$ cat src/hw/rtl/fsrr_pkg.sv
// ----------------------------------------------------------------------------
// fsrr_pkg
// Shared widths, constants, state codes and the command and status structs
// of the fixation-scaled rate row block.
// ----------------------------------------------------------------------------
package fsrr_pkg;

  // field and datapath widths
  localparam int RATE_W   = 32;  // unsigned Q16.16 base rate
  localparam int FIT_W    = 24;  // signed Q7.16 fitness
  localparam int CFIT_W   = 22;  // clamped fitness, +-20 in Q16
  localparam int S_W      = 23;  // fitness difference
  localparam int X_W      = 22;  // magnitude of the difference
  localparam int OUT_W    = 48;  // signed Q31.16 result
  localparam int E_W      = 40;  // scaled entry, never negative
  localparam int SUM_W    = 48;  // saturating row sum
  localparam int G_W      = 32;  // fixation factor, unsigned Q24
  localparam int Q32_W    = 33;  // Q32 value that may reach one
  localparam int F_W      = 32;  // fraction in Q32
  localparam int MUL_W    = 33;  // multiplier operand
  localparam int PROD_W   = 2 * MUL_W;
  localparam int DVD_W    = 64;  // divider dividend and quotient
  localparam int DVS_W    = 33;  // divider divisor
  localparam int K_W      = 7;   // integer part of x*log2(e)
  localparam int STEP_W   = 7;   // divider step count
  localparam int N_W      = 4;   // series term index
  localparam int ACC_W    = 35;  // signed series accumulator
  localparam int RSH_W    = 6;   // reciprocal product shift

  // arithmetic constants
  localparam logic signed [CFIT_W-1:0] FIT_LIMIT = 22'sd1310720;
  localparam logic signed [S_W-1:0]    SMALL_S   = 23'sd6;
  localparam logic [MUL_W-1:0]  LOG2E_Q30 = 33'd1549082005;
  localparam logic [MUL_W-1:0]  LN2_Q32   = 33'd2977044472;
  localparam logic [Q32_W-1:0]  ONE_Q32   = 33'h1_0000_0000;
  localparam logic [G_W-1:0]    ONE_Q24   = 32'h0100_0000;
  localparam logic [PROD_W-1:0] ROUND_Q24 = 66'h80_0000;
  localparam logic [SUM_W-1:0]  SUM_MAX   = 48'h7FFF_FFFF_FFFF;
  localparam logic [N_W-1:0]    N_TERMS   = 4'd11;
  localparam logic [STEP_W-1:0] G_STEPS    = 7'd62;
  localparam logic [K_W-1:0]    K_ZERO     = 7'd33;

  // controller states
  typedef enum logic [4:0] {
    ST_IDLE,
    ST_DIFF,
    ST_YMUL,
    ST_YGET,
    ST_ZMUL,
    ST_ZGET,
    ST_TMUL,
    ST_TREC,
    ST_TGET,
    ST_UCALC,
    ST_XUMUL,
    ST_GDIV,
    ST_GWAIT,
    ST_RMUL,
    ST_EGET,
    ST_EMIT_E,
    ST_EMIT_D
  } state_t;

  // multiplier operand pairs
  typedef enum logic [2:0] {
    MUL_X_LOG2E,
    MUL_F_LN2,
    MUL_T_Z,
    MUL_T_RECIP,
    MUL_X_U,
    MUL_R_G
  } mul_sel_t;

  // divider jobs
  typedef enum logic [1:0] {
    DIV_POS,
    DIV_NEG
  } div_kind_t;

  // controller to datapath
  typedef struct packed {
    logic      ld_in;
    logic      ld_diff;
    logic      ld_yk;
    logic      ld_z;
    logic      div_go;
    div_kind_t div_kind;
    logic      ld_term;
    logic      ld_u;
    logic      ld_g;
    logic      ld_e;
    logic      emit_e;
    logic      emit_d;
    mul_sel_t  mul_sel;
  } cmd_t;

  // datapath to controller
  typedef struct packed {
    logic near_zero;
    logic s_pos;
    logic n_last;
    logic row_end;
    logic div_busy;
    logic out_free;
  } stat_t;

endpackage

$ cat src/hw/rtl/fsrr_mul.sv
// ----------------------------------------------------------------------------
// fsrr_mul
// Shared unsigned multiplier with a registered product.
// ----------------------------------------------------------------------------
module fsrr_mul (
  input  logic                          clk,
  input  logic [fsrr_pkg::MUL_W-1:0]    a,
  input  logic [fsrr_pkg::MUL_W-1:0]    b,
  output logic [fsrr_pkg::PROD_W-1:0]   prod_r
);

  // product register
  always_ff @(posedge clk) begin
    prod_r <= fsrr_pkg::PROD_W'(a) * fsrr_pkg::PROD_W'(b);
  end

endmodule

$ cat src/hw/rtl/fsrr_div.sv
// ----------------------------------------------------------------------------
// fsrr_div
// Bit-serial restoring divider, one quotient bit per cycle. The dividend
// comes in aligned to the top bit; after the given number of steps the
// quotient sits in the low bits.
// ----------------------------------------------------------------------------
module fsrr_div (
  input  logic                          clk,
  input  logic                          rst_n,
  input  logic                          start,
  input  logic [fsrr_pkg::DVD_W-1:0]    dividend,
  input  logic [fsrr_pkg::DVS_W-1:0]    divisor,
  input  logic [fsrr_pkg::STEP_W-1:0]   steps,
  output logic                          busy,
  output logic [fsrr_pkg::DVD_W-1:0]    quotient
);

  logic [fsrr_pkg::DVD_W-1:0]  q_r, q_nxt;
  logic [fsrr_pkg::DVS_W-1:0]  rem_r, rem_nxt;
  logic [fsrr_pkg::DVS_W-1:0]  dvs_r;
  logic [fsrr_pkg::STEP_W-1:0] cnt_r, cnt_nxt;
  logic                        busy_r, busy_nxt;
  logic [fsrr_pkg::DVS_W:0]    rem_sh;
  logic [fsrr_pkg::DVS_W:0]    rem_diff;

  // one restoring step
  always_comb begin
    rem_sh   = {rem_r, q_r[fsrr_pkg::DVD_W-1]};
    rem_diff = rem_sh - {1'b0, dvs_r};
    q_nxt    = q_r;
    rem_nxt  = rem_r;
    cnt_nxt  = cnt_r;
    busy_nxt = busy_r;
    if (start) begin
      q_nxt    = dividend;
      rem_nxt  = '0;
      cnt_nxt  = steps;
      busy_nxt = 1'b1;
    end else if (busy_r) begin
      if (rem_sh >= {1'b0, dvs_r}) begin
        rem_nxt = rem_diff[fsrr_pkg::DVS_W-1:0];
        q_nxt   = {q_r[fsrr_pkg::DVD_W-2:0], 1'b1};
      end else begin
        rem_nxt = rem_sh[fsrr_pkg::DVS_W-1:0];
        q_nxt   = {q_r[fsrr_pkg::DVD_W-2:0], 1'b0};
      end
      cnt_nxt = cnt_r - 1'b1;
      if (cnt_r == fsrr_pkg::STEP_W'(1)) begin
        busy_nxt = 1'b0;
      end
    end
  end

  // control state
  always_ff @(posedge clk) begin
    if (!rst_n) begin
      busy_r <= 1'b0;
    end else begin
      busy_r <= busy_nxt;
    end
  end

  // working registers
  always_ff @(posedge clk) begin
    q_r   <= q_nxt;
    rem_r <= rem_nxt;
    cnt_r <= cnt_nxt;
    if (start) begin
      dvs_r <= divisor;
    end
  end

  assign busy     = busy_r;
  assign quotient = q_r;

endmodule

$ cat src/hw/rtl/fsrr_datapath.sv
// ----------------------------------------------------------------------------
// fsrr_datapath
// Operand registers, series accumulator, row sum and output register, with
// the shared multiplier and divider.
// ----------------------------------------------------------------------------
module fsrr_datapath (
  input  logic                          clk,
  input  logic                          rst_n,
  input  fsrr_pkg::cmd_t                cmd,
  output fsrr_pkg::stat_t               stat,
  input  logic [79:0]                   in_tdata,
  input  logic                          in_tlast,
  output logic                          out_tvalid,
  input  logic                          out_tready,
  output logic [fsrr_pkg::OUT_W-1:0]    out_tdata,
  output logic                          out_tuser,
  output logic                          out_tlast
);

  // clamp a fitness value to +-20
  function automatic logic signed [fsrr_pkg::CFIT_W-1:0] clamp_fit(
    input logic signed [fsrr_pkg::FIT_W-1:0] v
  );
    logic signed [fsrr_pkg::CFIT_W-1:0] r;
    if (v > fsrr_pkg::FIT_W'(fsrr_pkg::FIT_LIMIT)) begin
      r = fsrr_pkg::FIT_LIMIT;
    end else if (v < -fsrr_pkg::FIT_W'(fsrr_pkg::FIT_LIMIT)) begin
      r = -fsrr_pkg::FIT_LIMIT;
    end else begin
      r = v[fsrr_pkg::CFIT_W-1:0];
    end
    return r;
  endfunction

  logic [fsrr_pkg::RATE_W-1:0]         rate_r;
  logic signed [fsrr_pkg::CFIT_W-1:0]  fs_r, ft_r;
  logic                                end_r;
  logic signed [fsrr_pkg::S_W-1:0]     s_r, s_comb;
  logic [fsrr_pkg::X_W-1:0]            x_r, x_comb;
  logic [fsrr_pkg::K_W-1:0]            k_r;
  logic [fsrr_pkg::F_W-1:0]            f_r, z_r;
  logic [fsrr_pkg::Q32_W-1:0]          term_r, term_new;
  logic signed [fsrr_pkg::ACC_W-1:0]   acc_r;
  logic [fsrr_pkg::N_W-1:0]            n_r;
  logic [fsrr_pkg::MUL_W-1:0]          recip_comb;
  logic [fsrr_pkg::RSH_W-1:0]          rsh_comb;
  logic [fsrr_pkg::Q32_W-1:0]          u_r, d_r, p_comb, u_comb;
  logic [fsrr_pkg::G_W-1:0]            g_r, g_small;
  logic signed [fsrr_pkg::G_W-1:0]     s_ext;
  logic [fsrr_pkg::E_W-1:0]            e_r, e_comb;
  logic [fsrr_pkg::SUM_W-1:0]          sum_r;
  logic [fsrr_pkg::SUM_W:0]            sum_wide;
  logic [fsrr_pkg::PROD_W-1:0]         rounded;
  logic                                small_comb;

  logic [fsrr_pkg::MUL_W-1:0]          mul_a, mul_b;
  logic [fsrr_pkg::PROD_W-1:0]         prod_r;

  logic [fsrr_pkg::DVD_W-1:0]          div_dvd;
  logic [fsrr_pkg::DVS_W-1:0]          div_dvs;
  logic [fsrr_pkg::STEP_W-1:0]         div_steps;
  logic                                div_busy;
  logic [fsrr_pkg::DVD_W-1:0]          div_q;

  logic                                out_valid_r;
  logic [fsrr_pkg::OUT_W-1:0]          out_data_r;
  logic                                out_user_r, out_last_r;

  // difference and small-argument series
  always_comb begin
    s_comb     = fsrr_pkg::S_W'(ft_r) - fsrr_pkg::S_W'(fs_r);
    x_comb     = s_comb[fsrr_pkg::S_W-1] ? fsrr_pkg::X_W'(-s_comb)
                                         : fsrr_pkg::X_W'(s_comb);
    small_comb = (s_comb >= -fsrr_pkg::SMALL_S) && (s_comb <= fsrr_pkg::SMALL_S);
    s_ext      = fsrr_pkg::G_W'(s_comb);
    g_small    = fsrr_pkg::ONE_Q24 + fsrr_pkg::G_W'(s_ext <<< 7);
  end

  // reciprocal of the term index, ceil(2^shift / n), exact floor for 32-bit terms
  always_comb begin
    case (n_r)
      4'd1: begin
        recip_comb = 33'd4294967296;
        rsh_comb   = 6'd32;
      end
      4'd2: begin
        recip_comb = 33'd4294967296;
        rsh_comb   = 6'd33;
      end
      4'd3: begin
        recip_comb = 33'd5726623062;
        rsh_comb   = 6'd34;
      end
      4'd4: begin
        recip_comb = 33'd4294967296;
        rsh_comb   = 6'd34;
      end
      4'd5: begin
        recip_comb = 33'd6871947674;
        rsh_comb   = 6'd35;
      end
      4'd6: begin
        recip_comb = 33'd5726623062;
        rsh_comb   = 6'd35;
      end
      4'd7: begin
        recip_comb = 33'd4908534053;
        rsh_comb   = 6'd35;
      end
      4'd8: begin
        recip_comb = 33'd4294967296;
        rsh_comb   = 6'd35;
      end
      4'd9: begin
        recip_comb = 33'd7635497416;
        rsh_comb   = 6'd36;
      end
      4'd10: begin
        recip_comb = 33'd6871947674;
        rsh_comb   = 6'd36;
      end
      4'd11: begin
        recip_comb = 33'd6247225158;
        rsh_comb   = 6'd36;
      end
      default: begin
        recip_comb = '0;
        rsh_comb   = 6'd32;
      end
    endcase
  end

  // multiplier operand select
  always_comb begin
    case (cmd.mul_sel)
      fsrr_pkg::MUL_X_LOG2E: begin
        mul_a = fsrr_pkg::MUL_W'(x_r);
        mul_b = fsrr_pkg::LOG2E_Q30;
      end
      fsrr_pkg::MUL_F_LN2: begin
        mul_a = fsrr_pkg::MUL_W'(f_r);
        mul_b = fsrr_pkg::LN2_Q32;
      end
      fsrr_pkg::MUL_T_Z: begin
        mul_a = term_r;
        mul_b = fsrr_pkg::MUL_W'(z_r);
      end
      fsrr_pkg::MUL_T_RECIP: begin
        mul_a = fsrr_pkg::MUL_W'(prod_r[63:32]);
        mul_b = recip_comb;
      end
      fsrr_pkg::MUL_X_U: begin
        mul_a = fsrr_pkg::MUL_W'(x_r);
        mul_b = u_r;
      end
      fsrr_pkg::MUL_R_G: begin
        mul_a = fsrr_pkg::MUL_W'(rate_r);
        mul_b = fsrr_pkg::MUL_W'(g_r);
      end
      default: begin
        mul_a = '0;
        mul_b = '0;
      end
    endcase
  end

  fsrr_mul u_mul (
    .clk    (clk),
    .a      (mul_a),
    .b      (mul_b),
    .prod_r (prod_r)
  );

  // divider job select
  always_comb begin
    case (cmd.div_kind)
      fsrr_pkg::DIV_POS: begin
        div_dvd   = {x_r, 42'd0};
        div_dvs   = d_r;
        div_steps = fsrr_pkg::G_STEPS;
      end
      fsrr_pkg::DIV_NEG: begin
        div_dvd   = {prod_r[53:0], 10'd0};
        div_dvs   = d_r;
        div_steps = fsrr_pkg::G_STEPS;
      end
      default: begin
        div_dvd   = '0;
        div_dvs   = fsrr_pkg::DVS_W'(1);
        div_steps = fsrr_pkg::G_STEPS;
      end
    endcase
  end

  fsrr_div u_div (
    .clk      (clk),
    .rst_n    (rst_n),
    .start    (cmd.div_go),
    .dividend (div_dvd),
    .divisor  (div_dvs),
    .steps    (div_steps),
    .busy     (div_busy),
    .quotient (div_q)
  );

  // exp(-x) and denominator, entry rounding and saturating sum
  always_comb begin
    term_new = fsrr_pkg::Q32_W'(prod_r >> rsh_comb);
    p_comb   = acc_r[fsrr_pkg::ACC_W-1] ? '0 : acc_r[fsrr_pkg::Q32_W-1:0];
    u_comb   = (k_r >= fsrr_pkg::K_ZERO) ? '0 : (p_comb >> k_r);
    rounded  = prod_r + fsrr_pkg::ROUND_Q24;
    e_comb   = rounded[63:24];
    sum_wide = {1'b0, sum_r} + (fsrr_pkg::SUM_W + 1)'(e_comb);
  end

  // operand and series registers
  always_ff @(posedge clk) begin
    if (cmd.ld_in) begin
      rate_r <= in_tdata[31:0];
      fs_r   <= clamp_fit(in_tdata[55:32]);
      ft_r   <= clamp_fit(in_tdata[79:56]);
      end_r  <= in_tlast;
    end
    if (cmd.ld_diff) begin
      s_r <= s_comb;
      x_r <= x_comb;
      g_r <= g_small;
    end
    if (cmd.ld_yk) begin
      k_r <= prod_r[52:46];
      f_r <= prod_r[45:14];
    end
    if (cmd.ld_z) begin
      z_r    <= prod_r[63:32];
      term_r <= fsrr_pkg::ONE_Q32;
      acc_r  <= fsrr_pkg::ACC_W'(fsrr_pkg::ONE_Q32);
      n_r    <= fsrr_pkg::N_W'(1);
    end
    if (cmd.ld_term) begin
      term_r <= term_new;
      if (n_r[0]) begin
        acc_r <= acc_r - fsrr_pkg::ACC_W'(term_new);
      end else begin
        acc_r <= acc_r + fsrr_pkg::ACC_W'(term_new);
      end
      n_r <= n_r + 1'b1;
    end
    if (cmd.ld_u) begin
      u_r <= u_comb;
      d_r <= (u_comb >= fsrr_pkg::ONE_Q32) ? fsrr_pkg::Q32_W'(1)
                                           : fsrr_pkg::ONE_Q32 - u_comb;
    end
    if (cmd.ld_g) begin
      g_r <= div_q[fsrr_pkg::G_W-1:0];
    end
    if (cmd.ld_e) begin
      e_r <= e_comb;
    end
  end

  // row sum
  always_ff @(posedge clk) begin
    if (!rst_n) begin
      sum_r <= '0;
    end else if (cmd.ld_e) begin
      sum_r <= sum_wide[fsrr_pkg::SUM_W] || (sum_wide[fsrr_pkg::SUM_W-1:0] > fsrr_pkg::SUM_MAX)
               ? fsrr_pkg::SUM_MAX : sum_wide[fsrr_pkg::SUM_W-1:0];
    end else if (cmd.emit_d) begin
      sum_r <= '0;
    end
  end

  // output register valid
  always_ff @(posedge clk) begin
    if (!rst_n) begin
      out_valid_r <= 1'b0;
    end else if (cmd.emit_e || cmd.emit_d) begin
      out_valid_r <= 1'b1;
    end else if (out_tready) begin
      out_valid_r <= 1'b0;
    end
  end

  // output register payload
  always_ff @(posedge clk) begin
    if (cmd.emit_e) begin
      out_data_r <= fsrr_pkg::OUT_W'(e_r);
      out_user_r <= 1'b0;
      out_last_r <= ~end_r;
    end else if (cmd.emit_d) begin
      out_data_r <= '0 - sum_r;
      out_user_r <= 1'b1;
      out_last_r <= 1'b1;
    end
  end

  assign out_tvalid = out_valid_r;
  assign out_tdata  = out_data_r;
  assign out_tuser  = out_user_r;
  assign out_tlast  = out_last_r;

  // status to the controller
  always_comb begin
    stat.near_zero = small_comb;
    stat.s_pos     = ~s_r[fsrr_pkg::S_W-1];
    stat.n_last    = (n_r == fsrr_pkg::N_TERMS);
    stat.row_end   = end_r;
    stat.div_busy  = div_busy;
    stat.out_free  = ~out_valid_r | out_tready;
  end

endmodule

$ cat src/hw/rtl/fsrr_ctrl.sv
// ----------------------------------------------------------------------------
// fsrr_ctrl
// Sequencer for one entry: clamp and difference, exponential by range
// reduction and series, fixation factor division, scaling, result issue.
// ----------------------------------------------------------------------------
module fsrr_ctrl (
  input  logic             clk,
  input  logic             rst_n,
  input  logic             in_tvalid,
  output logic             in_tready,
  input  fsrr_pkg::stat_t  stat,
  output fsrr_pkg::cmd_t   cmd
);

  fsrr_pkg::state_t state_r, state_nxt;

  // state register
  always_ff @(posedge clk) begin
    if (!rst_n) begin
      state_r <= fsrr_pkg::ST_IDLE;
    end else begin
      state_r <= state_nxt;
    end
  end

  // next state and commands
  always_comb begin
    state_nxt    = state_r;
    cmd          = '0;
    cmd.mul_sel  = fsrr_pkg::MUL_X_LOG2E;
    cmd.div_kind = fsrr_pkg::DIV_POS;
    in_tready    = 1'b0;
    case (state_r)
      fsrr_pkg::ST_IDLE: begin
        in_tready  = 1'b1;
        cmd.ld_in  = in_tvalid;
        if (in_tvalid) begin
          state_nxt = fsrr_pkg::ST_DIFF;
        end
      end
      fsrr_pkg::ST_DIFF: begin
        cmd.ld_diff = 1'b1;
        state_nxt   = stat.near_zero ? fsrr_pkg::ST_RMUL : fsrr_pkg::ST_YMUL;
      end
      fsrr_pkg::ST_YMUL: begin
        cmd.mul_sel = fsrr_pkg::MUL_X_LOG2E;
        state_nxt   = fsrr_pkg::ST_YGET;
      end
      fsrr_pkg::ST_YGET: begin
        cmd.ld_yk = 1'b1;
        state_nxt = fsrr_pkg::ST_ZMUL;
      end
      fsrr_pkg::ST_ZMUL: begin
        cmd.mul_sel = fsrr_pkg::MUL_F_LN2;
        state_nxt   = fsrr_pkg::ST_ZGET;
      end
      fsrr_pkg::ST_ZGET: begin
        cmd.ld_z  = 1'b1;
        state_nxt = fsrr_pkg::ST_TMUL;
      end
      fsrr_pkg::ST_TMUL: begin
        cmd.mul_sel = fsrr_pkg::MUL_T_Z;
        state_nxt   = fsrr_pkg::ST_TREC;
      end
      // divide the term by its index through the reciprocal
      fsrr_pkg::ST_TREC: begin
        cmd.mul_sel = fsrr_pkg::MUL_T_RECIP;
        state_nxt   = fsrr_pkg::ST_TGET;
      end
      fsrr_pkg::ST_TGET: begin
        cmd.ld_term = 1'b1;
        state_nxt   = stat.n_last ? fsrr_pkg::ST_UCALC : fsrr_pkg::ST_TMUL;
      end
      fsrr_pkg::ST_UCALC: begin
        cmd.ld_u  = 1'b1;
        state_nxt = stat.s_pos ? fsrr_pkg::ST_GDIV : fsrr_pkg::ST_XUMUL;
      end
      fsrr_pkg::ST_XUMUL: begin
        cmd.mul_sel = fsrr_pkg::MUL_X_U;
        state_nxt   = fsrr_pkg::ST_GDIV;
      end
      fsrr_pkg::ST_GDIV: begin
        cmd.div_go   = 1'b1;
        cmd.div_kind = stat.s_pos ? fsrr_pkg::DIV_POS : fsrr_pkg::DIV_NEG;
        state_nxt    = fsrr_pkg::ST_GWAIT;
      end
      fsrr_pkg::ST_GWAIT: begin
        if (!stat.div_busy) begin
          cmd.ld_g  = 1'b1;
          state_nxt = fsrr_pkg::ST_RMUL;
        end
      end
      fsrr_pkg::ST_RMUL: begin
        cmd.mul_sel = fsrr_pkg::MUL_R_G;
        state_nxt   = fsrr_pkg::ST_EGET;
      end
      fsrr_pkg::ST_EGET: begin
        cmd.ld_e  = 1'b1;
        state_nxt = fsrr_pkg::ST_EMIT_E;
      end
      fsrr_pkg::ST_EMIT_E: begin
        if (stat.out_free) begin
          cmd.emit_e = 1'b1;
          state_nxt  = stat.row_end ? fsrr_pkg::ST_EMIT_D : fsrr_pkg::ST_IDLE;
        end
      end
      fsrr_pkg::ST_EMIT_D: begin
        if (stat.out_free) begin
          cmd.emit_d = 1'b1;
          state_nxt  = fsrr_pkg::ST_IDLE;
        end
      end
      default: begin
        state_nxt = fsrr_pkg::ST_IDLE;
      end
    endcase
  end

endmodule

$ cat src/hw/rtl/fixation_scaled_rate_row.sv
// ----------------------------------------------------------------------------
// fixation_scaled_rate_row
// Scales off-diagonal rate-matrix entries by the fixation factor
// S/(1-exp(-S)) and closes each row with its diagonal.
//
// Input channel: one off-diagonal entry per transfer; tlast marks the last
// entry of a row. Output channel: one result per entry, and on a row end a
// second result, the diagonal (minus the saturated row sum), flagged in
// tuser. out_tlast marks the final result caused by an input transfer.
// One entry is handled at a time. An entry with |S| of at most six LSB
// takes a short path that skips the exponential and the division. Any
// other entry goes through range reduction and the eleven-term exponential
// series, whose divisions by the term index use reciprocal multiplication,
// then the bit-serial divider that forms the 62-bit fixation factor
// quotient, with one more multiplication before it when S is negative.
// The next entry is taken only once the last result of the previous one
// has been placed in the output register.
// Reset clears the row sum, the sequencer and the output valid.
// When the receiver stalls, a result waits in the output register; the
// sequencer holds before issuing a further result until it drains.
// ----------------------------------------------------------------------------
module fixation_scaled_rate_row (
  input  logic        clk,
  input  logic        rst_n,
  input  logic        in_tvalid,
  output logic        in_tready,
  input  logic [79:0] in_tdata,    // base_rate[31:0], fitness_source[55:32],
                                   // fitness_target[79:56]
  input  logic        in_tlast,    // row_end
  output logic        out_tvalid,
  input  logic        out_tready,
  output logic [47:0] out_tdata,   // scaled_rate[47:0]
  output logic        out_tuser,   // diagonal_flag
  output logic        out_tlast    // last
);

  fsrr_pkg::cmd_t  cmd;
  fsrr_pkg::stat_t stat;

  fsrr_ctrl u_ctrl (
    .clk       (clk),
    .rst_n     (rst_n),
    .in_tvalid (in_tvalid),
    .in_tready (in_tready),
    .stat      (stat),
    .cmd       (cmd)
  );

  fsrr_datapath u_dp (
    .clk        (clk),
    .rst_n      (rst_n),
    .cmd        (cmd),
    .stat       (stat),
    .in_tdata   (in_tdata),
    .in_tlast   (in_tlast),
    .out_tvalid (out_tvalid),
    .out_tready (out_tready),
    .out_tdata  (out_tdata),
    .out_tuser  (out_tuser),
    .out_tlast  (out_tlast)
  );

endmodule
$ cat config.mk
export PLATFORM = sky130hd
export DESIGN_NAME = fixation_scaled_rate_row
export DESIGN_NICKNAME = d
export VERILOG_FILES = /design/src/hw/rtl/fsrr_pkg.sv /design/src/hw/rtl/fsrr_mul.sv /design/src/hw/rtl/fsrr_div.sv /design/src/hw/rtl/fsrr_datapath.sv /design/src/hw/rtl/fsrr_ctrl.sv /design/src/hw/rtl/fixation_scaled_rate_row.sv
export SDC_FILE = /design/constraint.sdc
export NUM_CORES = 2
export LEC_CHECK = 0
export BUFFER_PORTS_ARGS = -buffer_cell sky130_fd_sc_hd__clkbuf_2
export CAP_MARGIN = 25
export CORE_MARGIN = 5
export CORE_UTILIZATION = 50
export CTS_BUF_LIST = sky130_fd_sc_hd__clkbuf_8
export DETAILED_ROUTE_END_ITERATION = 7
export GPL_TIMING_DRIVEN = 0
export HOLD_SLACK_MARGIN = 0.05
export PLACE_DENSITY = 0.68
export SLEW_MARGIN = 20
export SYNTH_ARGS = -nofsm -noshare
export SYNTH_HDL_FRONTEND = slang
export SYNTH_SLANG_ARGS = --single-unit
$ cat constraint.sdc
create_clock -name clk -period 10.5 [get_ports clk]
set_input_delay 0.525 -clock clk [delete_from_list [all_inputs] [get_ports clk]]
set_output_delay 0.525 -clock clk [all_outputs]
set_load 0.01 [all_outputs]
After elaboration in Yosys (flattened, before gate mapping)
Memories as Yosys holds them, arrays and structs flattened. A register that Yosys moved wholly into a read port is not among the register bits.
Cells that the tools add are included.
{"block": "totals", "reg_bits": 711, "latch_bits": 0, "ram_bits": 0, "romBits": 560, "in_bits": 85, "out_inout_bits": 52, "elab_cells": 164, "memories": 1}
{"block": "classes", "add_sub_neg": 12, "mul": 1, "div": 0, "n_lt_le_gt_ge": 10, "eq_ne": 28, "shifts": 2, "mux": 59, "bitwise": 3, "n_reduce_logical": 17}
{"name": "(no name shown)", "words": 16, "word_bits": 35, "rd": 1, "rd_ports_with_merged_regs": 1, "write_ports": 0, "line": "fsrr_datapath.sv:81", "text": "case (n_r)"}
{"operator": "$pmux W33 S6", "count": 1}
{"operator": "$mux W33", "count": 5}
{"operator": "$pmux W33 S5", "count": 1}
{"operator": "$mux W48", "count": 3}
{"operator": "$mux W64", "count": 2}
{"operator": "$pmux W64 S2", "count": 1}
{"operator": "$mux W35", "count": 3}
{"operator": "$pmux W5 S17", "count": 1}
{"operator": "$mux W40", "count": 2}
{"operator": "$mul A33 B33 Y66", "count": 1}
{"operator": "$mux W22", "count": 3}
{"operator": "$shr A66 B6 Y33", "count": 1}
{"operator": "$add A64 B24 Y64 const B", "count": 1}
{"operator": "$mux W32", "count": 2}
{"operator": "$add A48 B40 Y49", "count": 1}
{"operator": "$gt A24 B22 Y1 const B", "count": 2}
{"operator": "$gt A48 B47 Y1 const B", "count": 1}
{"operator": "$lt A24 B22 Y1 const B", "count": 2}
{"operator": "$sub A1 B48 Y48 const A", "count": 1}
{"operator": "$eq A5 B4 Y1 const B", "count": 8}
{"operator": "$add A35 B33 Y35", "count": 1}
{"operator": "$sub A35 B33 Y35", "count": 1}
{"operator": "$ge A34 B33 Y1", "count": 1}
{"operator": "$ge A33 B33 Y1 const B", "count": 1}
{"operator": "other kinds (37)", "count": 86}

Logic depth before layout (Yosys ltp)
{"block": "logic_depth", "depth_word": 6, "ltp_mapped": 41}

Hierarchy
From an unflattened synthesis, not the netlist that was laid out.
{"block": "unflattened", "hier_cells": 8158, "area_unflattened_um2": 77368.0}
{"module": "fsrr_mul", "instances": 1, "cells_each": 4109, "area_each_um2": 36927.9, "seq_area_each_um2": 1321.3}
{"module": "fsrr_datapath", "instances": 1, "cells_each": 3254, "area_each_um2": 32172.1, "seq_area_each_um2": 14273.7}
{"module": "fsrr_div", "instances": 1, "cells_each": 707, "area_each_um2": 7636.1, "seq_area_each_um2": 3803.6}
{"module": "fsrr_ctrl", "instances": 1, "cells_each": 88, "area_each_um2": 631.9, "seq_area_each_um2": 100.1}

Worst setup path after synthesis
No wires, ideal clock.
{"block": "synth_path", "path_type": "register to register", "start": "reg u_ctrl.state_r[2]", "end": "reg u_dp.u_mul.prod_r[65] (netlist bit)", "setup_time_ps": 62, "arrival_time_ps": 9983, "required_time_ps": 10438, "path_slack_ps": 455, "path_stages_with_launch": 39, "path_buffers": 7, "period_less_slack_ps": 10045, "cell_sequence": "dfxtp_1 clkbuf_1 nand2b_1 or2_2 clkbuf_1 nor2_1 clkbuf_1 buf_1 buf_1 a22oi_1 nand2_1 a21o_1 clkbuf_1 nand2_1 fa_1 fa_1 inv_1 fa_1 [... 3 more ...] fa_1 fa_1 fa_1 inv_1 fa_1 inv_1 ha_1 clkbuf_1 nand4_1 nor2_1 or4b_2 o21ai_0 a21oi_1 o31ai_1 a21oi_1 o31a_1 or3b_2 nand3_1"}
{"block": "synth_between", "elab_chain_cells": 6}
{"item": "start: declaration", "line": "fsrr_ctrl.sv:15", "text": "fsrr_pkg::state_t state_r, state_nxt;"}
{"item": "start signal: assignment", "line": "fsrr_ctrl.sv:20", "text": "state_r <= fsrr_pkg::ST_IDLE;"}
{"item": "start signal: assignment", "line": "fsrr_ctrl.sv:22", "text": "state_r <= state_nxt;"}
{"item": "$eq A5 B4 Y1 or $eq A5 B3 Y1 (tied branches)", "line": "fsrr_ctrl.sv:33", "text": "case (state_r)"}
{"item": "$pmux W3 S5 (*)", "line": "fsrr_ctrl.sv:33"}
{"item": "$eq A3 B3 Y1 or $logic_not A3 Y1 (tied branches)", "line": "fsrr_datapath.sv:135", "text": "case (cmd.mul_sel)"}
{"item": "$reduce_or A2 Y1 (no line)"}
{"item": "$pmux W33 S5", "line": "fsrr_datapath.sv:135"}
{"item": "$mul A33 B33 Y66 (*)", "line": "fsrr_mul.sv:14", "text": "prod_r <= fsrr_pkg::PROD_W'(a) * fsrr_pkg::PROD_W'(b);"}
{"item": "end signal: assignment", "line": "fsrr_mul.sv:14"}
{"item": "end: declaration", "line": "fsrr_mul.sv:9", "text": "output logic [fsrr_pkg::PROD_W-1:0] prod_r"}
Every way passes the cells marked *; elsewhere a longest branch is shown, timed or not.
A chain may end at the register's enable or synchronous reset.

Final worst setup path
Same ends and word-level chain as after synthesis.

==> results.md <==
Run status:
- The flow ran to the end, and the final reports show no timing, DRC or antenna violations.

Worst setup path:
- The maximum fanout along the worst path is 10.
- The required arrival time at the worst endpoint is ~11 ns.
- The data arrival time at the worst-slack endpoint is approximately 11 ns.
- The worst setup path is captured at a flop.
- The library cell appearing most often on the critical path is sky130_fd_sc_hd__fa_1.
- The startpoint type of the worst setup path is a flop.
- On the critical path, the stage with the largest delay is an instance of sky130_fd_sc_hd__or4b_2.
- The largest single stage delay on the critical path is between 0.6 and 0.7 ns.
- The kind of critical path is flop to flop.

Floorplan:
- In this run the horizontal extent of the chip is ~400 um.
- The row count is between 100 and 150.
- The initial utilization of the core area, before any placement, comes to 0.501.
- After floorplanning, the core was sized to cover between 0.1 and 0.15 mm^2.
- The die covers around 0.16 mm^2.
- The number of primary I/O pins is ~140.
- The floorplan step set the die height to roughly 400 um.

Synthesis:
- In the synthesized netlist the async set-or-reset flop fraction comes to 0.
- Synthesis handed over a netlist of roughly 8000 instances.
- The count of cell types in the netlist is 94.
- Counting flops and latches in the post-synthesis netlist gives 711.
- The total of warnings raised by yosys is 0.
- The count of flip-flops with a built-in enable after synthesis is between 500 and 600.
- The sequential area share after synthesis is 0.260.
- In this run the cell area of the synthesized design comes to 0.0748 mm^2.
- The number of nets in the synthesized netlist is roughly 9600.
- The most used flip-flop cell after synthesis is sky130_fd_sc_hd__edfxtp_1.
- The mean instance size in the synthesized netlist is between 9 and 10 um^2.

GRT:
- Global routing finished with a remaining overflow of 0.
- The pin count of the biggest net entering global routing is 59.
- The number of antenna violations at the first check in global routing is 15.
- The via count of the first global-routing pass is 64200.
- The first global-routing pass estimated about 440 mm of wire.
- For this run, the total global-route usage over all layers was measured as 0.389.

Clock network:
- In this run the number of H-tree levels came out at 3.
- Counting along the longest clock path gives a buffer depth of 3.
- The clock latency of the later-clocked register in the worst-skew pair is around 0.85 ns.
- TritonCTS built the clock tree.
- Clock-pin slew was measured on the worst setup and hold paths at 0.08 ns.
- Counting every sink on the clock net gives slightly above 700.
- The root buffer cell is sky130_fd_sc_hd__clkbuf_8.
- The number of CTS-inserted buffers is around 110.

Detailed routing:
- The highest routed metal layer is met5.
- The first TritonRoute pass finished after 7 iterations.
- The via density per instance is roughly 6.1.
- The number of DRC violations after detailed-routing iteration 0 is 8382.
- The routed design uses 123 mm of met2 wire.
- The wire length on met3 is approximately 42 mm.
- In the routed design, unresolved DRC markers number 0.
- The detailed router put a total of between 100 and 150 mm of wire on met1.
- After detailed routing, the total wire length is between 300 and 400 mm.
- The detail route stage leaves a number of antenna-violating nets equal to 0.
- The routed layout has roughly 65000 vias.
- Dividing the detail-routed wire length by the instance count gives 29.1 um.

STA:
- Setup repair after global routing could not meet its margin everywhere.
- Summed over all failing endpoints, the final setup total negative slack is 0 ns.
- The highest achievable clock rate is 95.9 MHz.
- The transition time at the pin with the least slew margin is between 1 and 1.5 ns.
- The number of slew-limit violations in the final report is 0.
- The minimum clock period is about 10 ns.
- The number of hold-slack violations in the final timing report came to 0.
- The final worst-path cycle share is 0.993.
- The worst-case headroom to the max-slew limit is 0.171.
- The worst hold margin is slightly below 0.09 ns.
- Setup violations remaining at the end of the flow were counted as 0.
- The worst-case clock skew is 0.0541 ns.

Finish:
- The number of nets at the end of the flow is 10000.
- The finished layout holds between 10000 and 15000 standard cells, fillers aside.
- Compared with the post-synthesis result, the final layout area differs by 12.4%.
- In the final layout, the share of cells above drive strength 1 is 0.105.
- The final core utilization is 0.563.

Flow run:
- The tool flagged a number of max-cap violations equal to 0.

Min path:
- The worst hold path belongs to the class primary input to flop.

Place:
- Counting tap cells, the placed design contains a total of approximately 10000 instances.
- The half-perimeter wire length after placement is 250 mm.
- The number of port buffers is between 100 and 150.
- The congestion estimate from routability-driven global placement came to between 1 and 1.5.
-- metal layers --
| metal | vias to the layer above | GRT usage |
|---|---|---|
| li1 | 27500 | - |
| met1 | 32600 | 0.553 |
| met2 | 3987 | 0.539 |
| met3 | 727 | 0.141 |
| met4 | 8 | 0.159 |
| met5 | - | 0 |
-- flip-flops by register name, summed over array words and instances (netlist names), 35 cells and up --
signal	cells
u_dp.sum_r	48
u_dp.acc_r	35
u_dp.u_div.quotient	64
u_dp.out_tdata	48
u_dp.u_mul.prod_r	66
u_dp.e_r	40
-- metrics by stage --
step,cell area [um^2],worst slack [ns]
final,84000,0.0738
after global routing,84000,-0.102
after CTS,83600,0.00845
after detailed placement,79100,-3.73
after global placement,77900,-4.14
after floorplan,74800,0.455
-- worst max-delay path: cells and delay by family (launching register included) --
kind	cells	cell delay, ns
DFF	1	0.42
AOI/OAI and AO/OA	7	1.53
adders and majority gates	9	4.49
buffers and inverters	12	1.56
and+or+nand+nor	9	2.29
-- logic make-up (layout without fill, tap and decap cells) --
group | count (synthesis) | after routing | synth area share
compound gates | 1290 | 1290 | 0.110
xor+xnor | 342 | 342 | 0.0401
fa+ha+maj | 1372 | 1372 | 0.326
buf+inv | 1673 | 2178 | 0.0850
flops | 711 | 711 | 0.260
mux | 160 | 160 | 0.0285
other cells | 1 | 14 | 0.0000501
simple gates | 2588 | 2588 | 0.151
-- synth_stat cells (all sizes together), types with 28 or more instances --
cell type	number	area [um^2]
a211oi	38	285
a21o	116	871
a21oi	418	2090
a221oi	28	251
a22oi	70	526
a31oi	38	238
and2	50	313
and3	47	299
buf	64	317
clkbuf	380	1430
dfxtp	192	3840
edfxtp	519	15600
fa	962	19300
ha	410	5130
inv	1224	4590
mux2i	99	991
mux4	40	901
nand2	1085	4070
nand2b	41	257
nand3	146	731
nand4	52	325
nor2	828	3110
nor2b	84	526
nor3	106	552
nor4	30	203
o211ai	33	248
o21a	28	210
o21ai	278	1390
o21bai	30	229
or3	30	188
xnor2	196	1720
xor2	146	1280
-- worst paths after layout --
| check | cells past startpoint | endpoint | slack (ns) | from |
|---|---|---|---|---|
| worst max-delay path | 37 | u_dp.u_mul.prod_r[65]$_DFF_P_ | 0.07 | u_ctrl.state_r[2]$_SDFFE_PN0P_ |
| worst min-delay path | 2 | u_dp.ft_r[1]$_SDFFCE_PP0P_ | 0.09 | in_tdata[57] |
| worst max register to register | 37 | u_dp.u_mul.prod_r[65]$_DFF_P_ | 0.07 | u_ctrl.state_r[2]$_SDFFE_PN0P_ |
| worst min register to register | 0 | u_dp.u_div.dvs_r[23]$_DFFE_PP_ | 0.42 | u_dp.d_r[23]$_SDFFCE_PP0P_ |
-- cells in the final DEF (no fill, tap or decap), types with 145 or more instances in the layout --
cell type                  netlist  final
sky130_fd_sc_hd__clkbuf_1      380    183
sky130_fd_sc_hd__nor2_1        828    821
sky130_fd_sc_hd__nand3_1       146    146
sky130_fd_sc_hd__dfxtp_1       192    188
sky130_fd_sc_hd__a21oi_1       418    389
sky130_fd_sc_hd__xor2_1        146    145
sky130_fd_sc_hd__nand2_1      1085   1068
sky130_fd_sc_hd__clkbuf_8        0    145
sky130_fd_sc_hd__fa_1          962    961
sky130_fd_sc_hd__clkbuf_2        0    192
sky130_fd_sc_hd__o21ai_0       276    270
sky130_fd_sc_hd__inv_1        1224   1250
sky130_fd_sc_hd__ha_1          410    404
sky130_fd_sc_hd__xnor2_1       196    196
sky130_fd_sc_hd__edfxtp_1      519    519
-- cell type report --
type	instances	area [um^2]
multi-input cells	5753	50100
clock inverters	84	721
repair buffers	336	2760
fillers	13500	65200
diodes	13	32.5
inverters	1229	4620
plain buffers	405	2280
clock buffers	124	1710
flip-flops and latches	711	19400
well taps	1944	2430
-- timing repair --
item / CTS / global route
pin swaps: 23 / 23
buffers inserted: 35 / 17
gates resized for setup: 392 / 151
hold buffers: 69 / 0
endpoints found under the hold margin: 70 / 0
endpoints found under the setup margin: 54 / 22
Power is not shown: default switching activity piles up to over one toggle a cycle in this logic, so the estimate is an artifact.
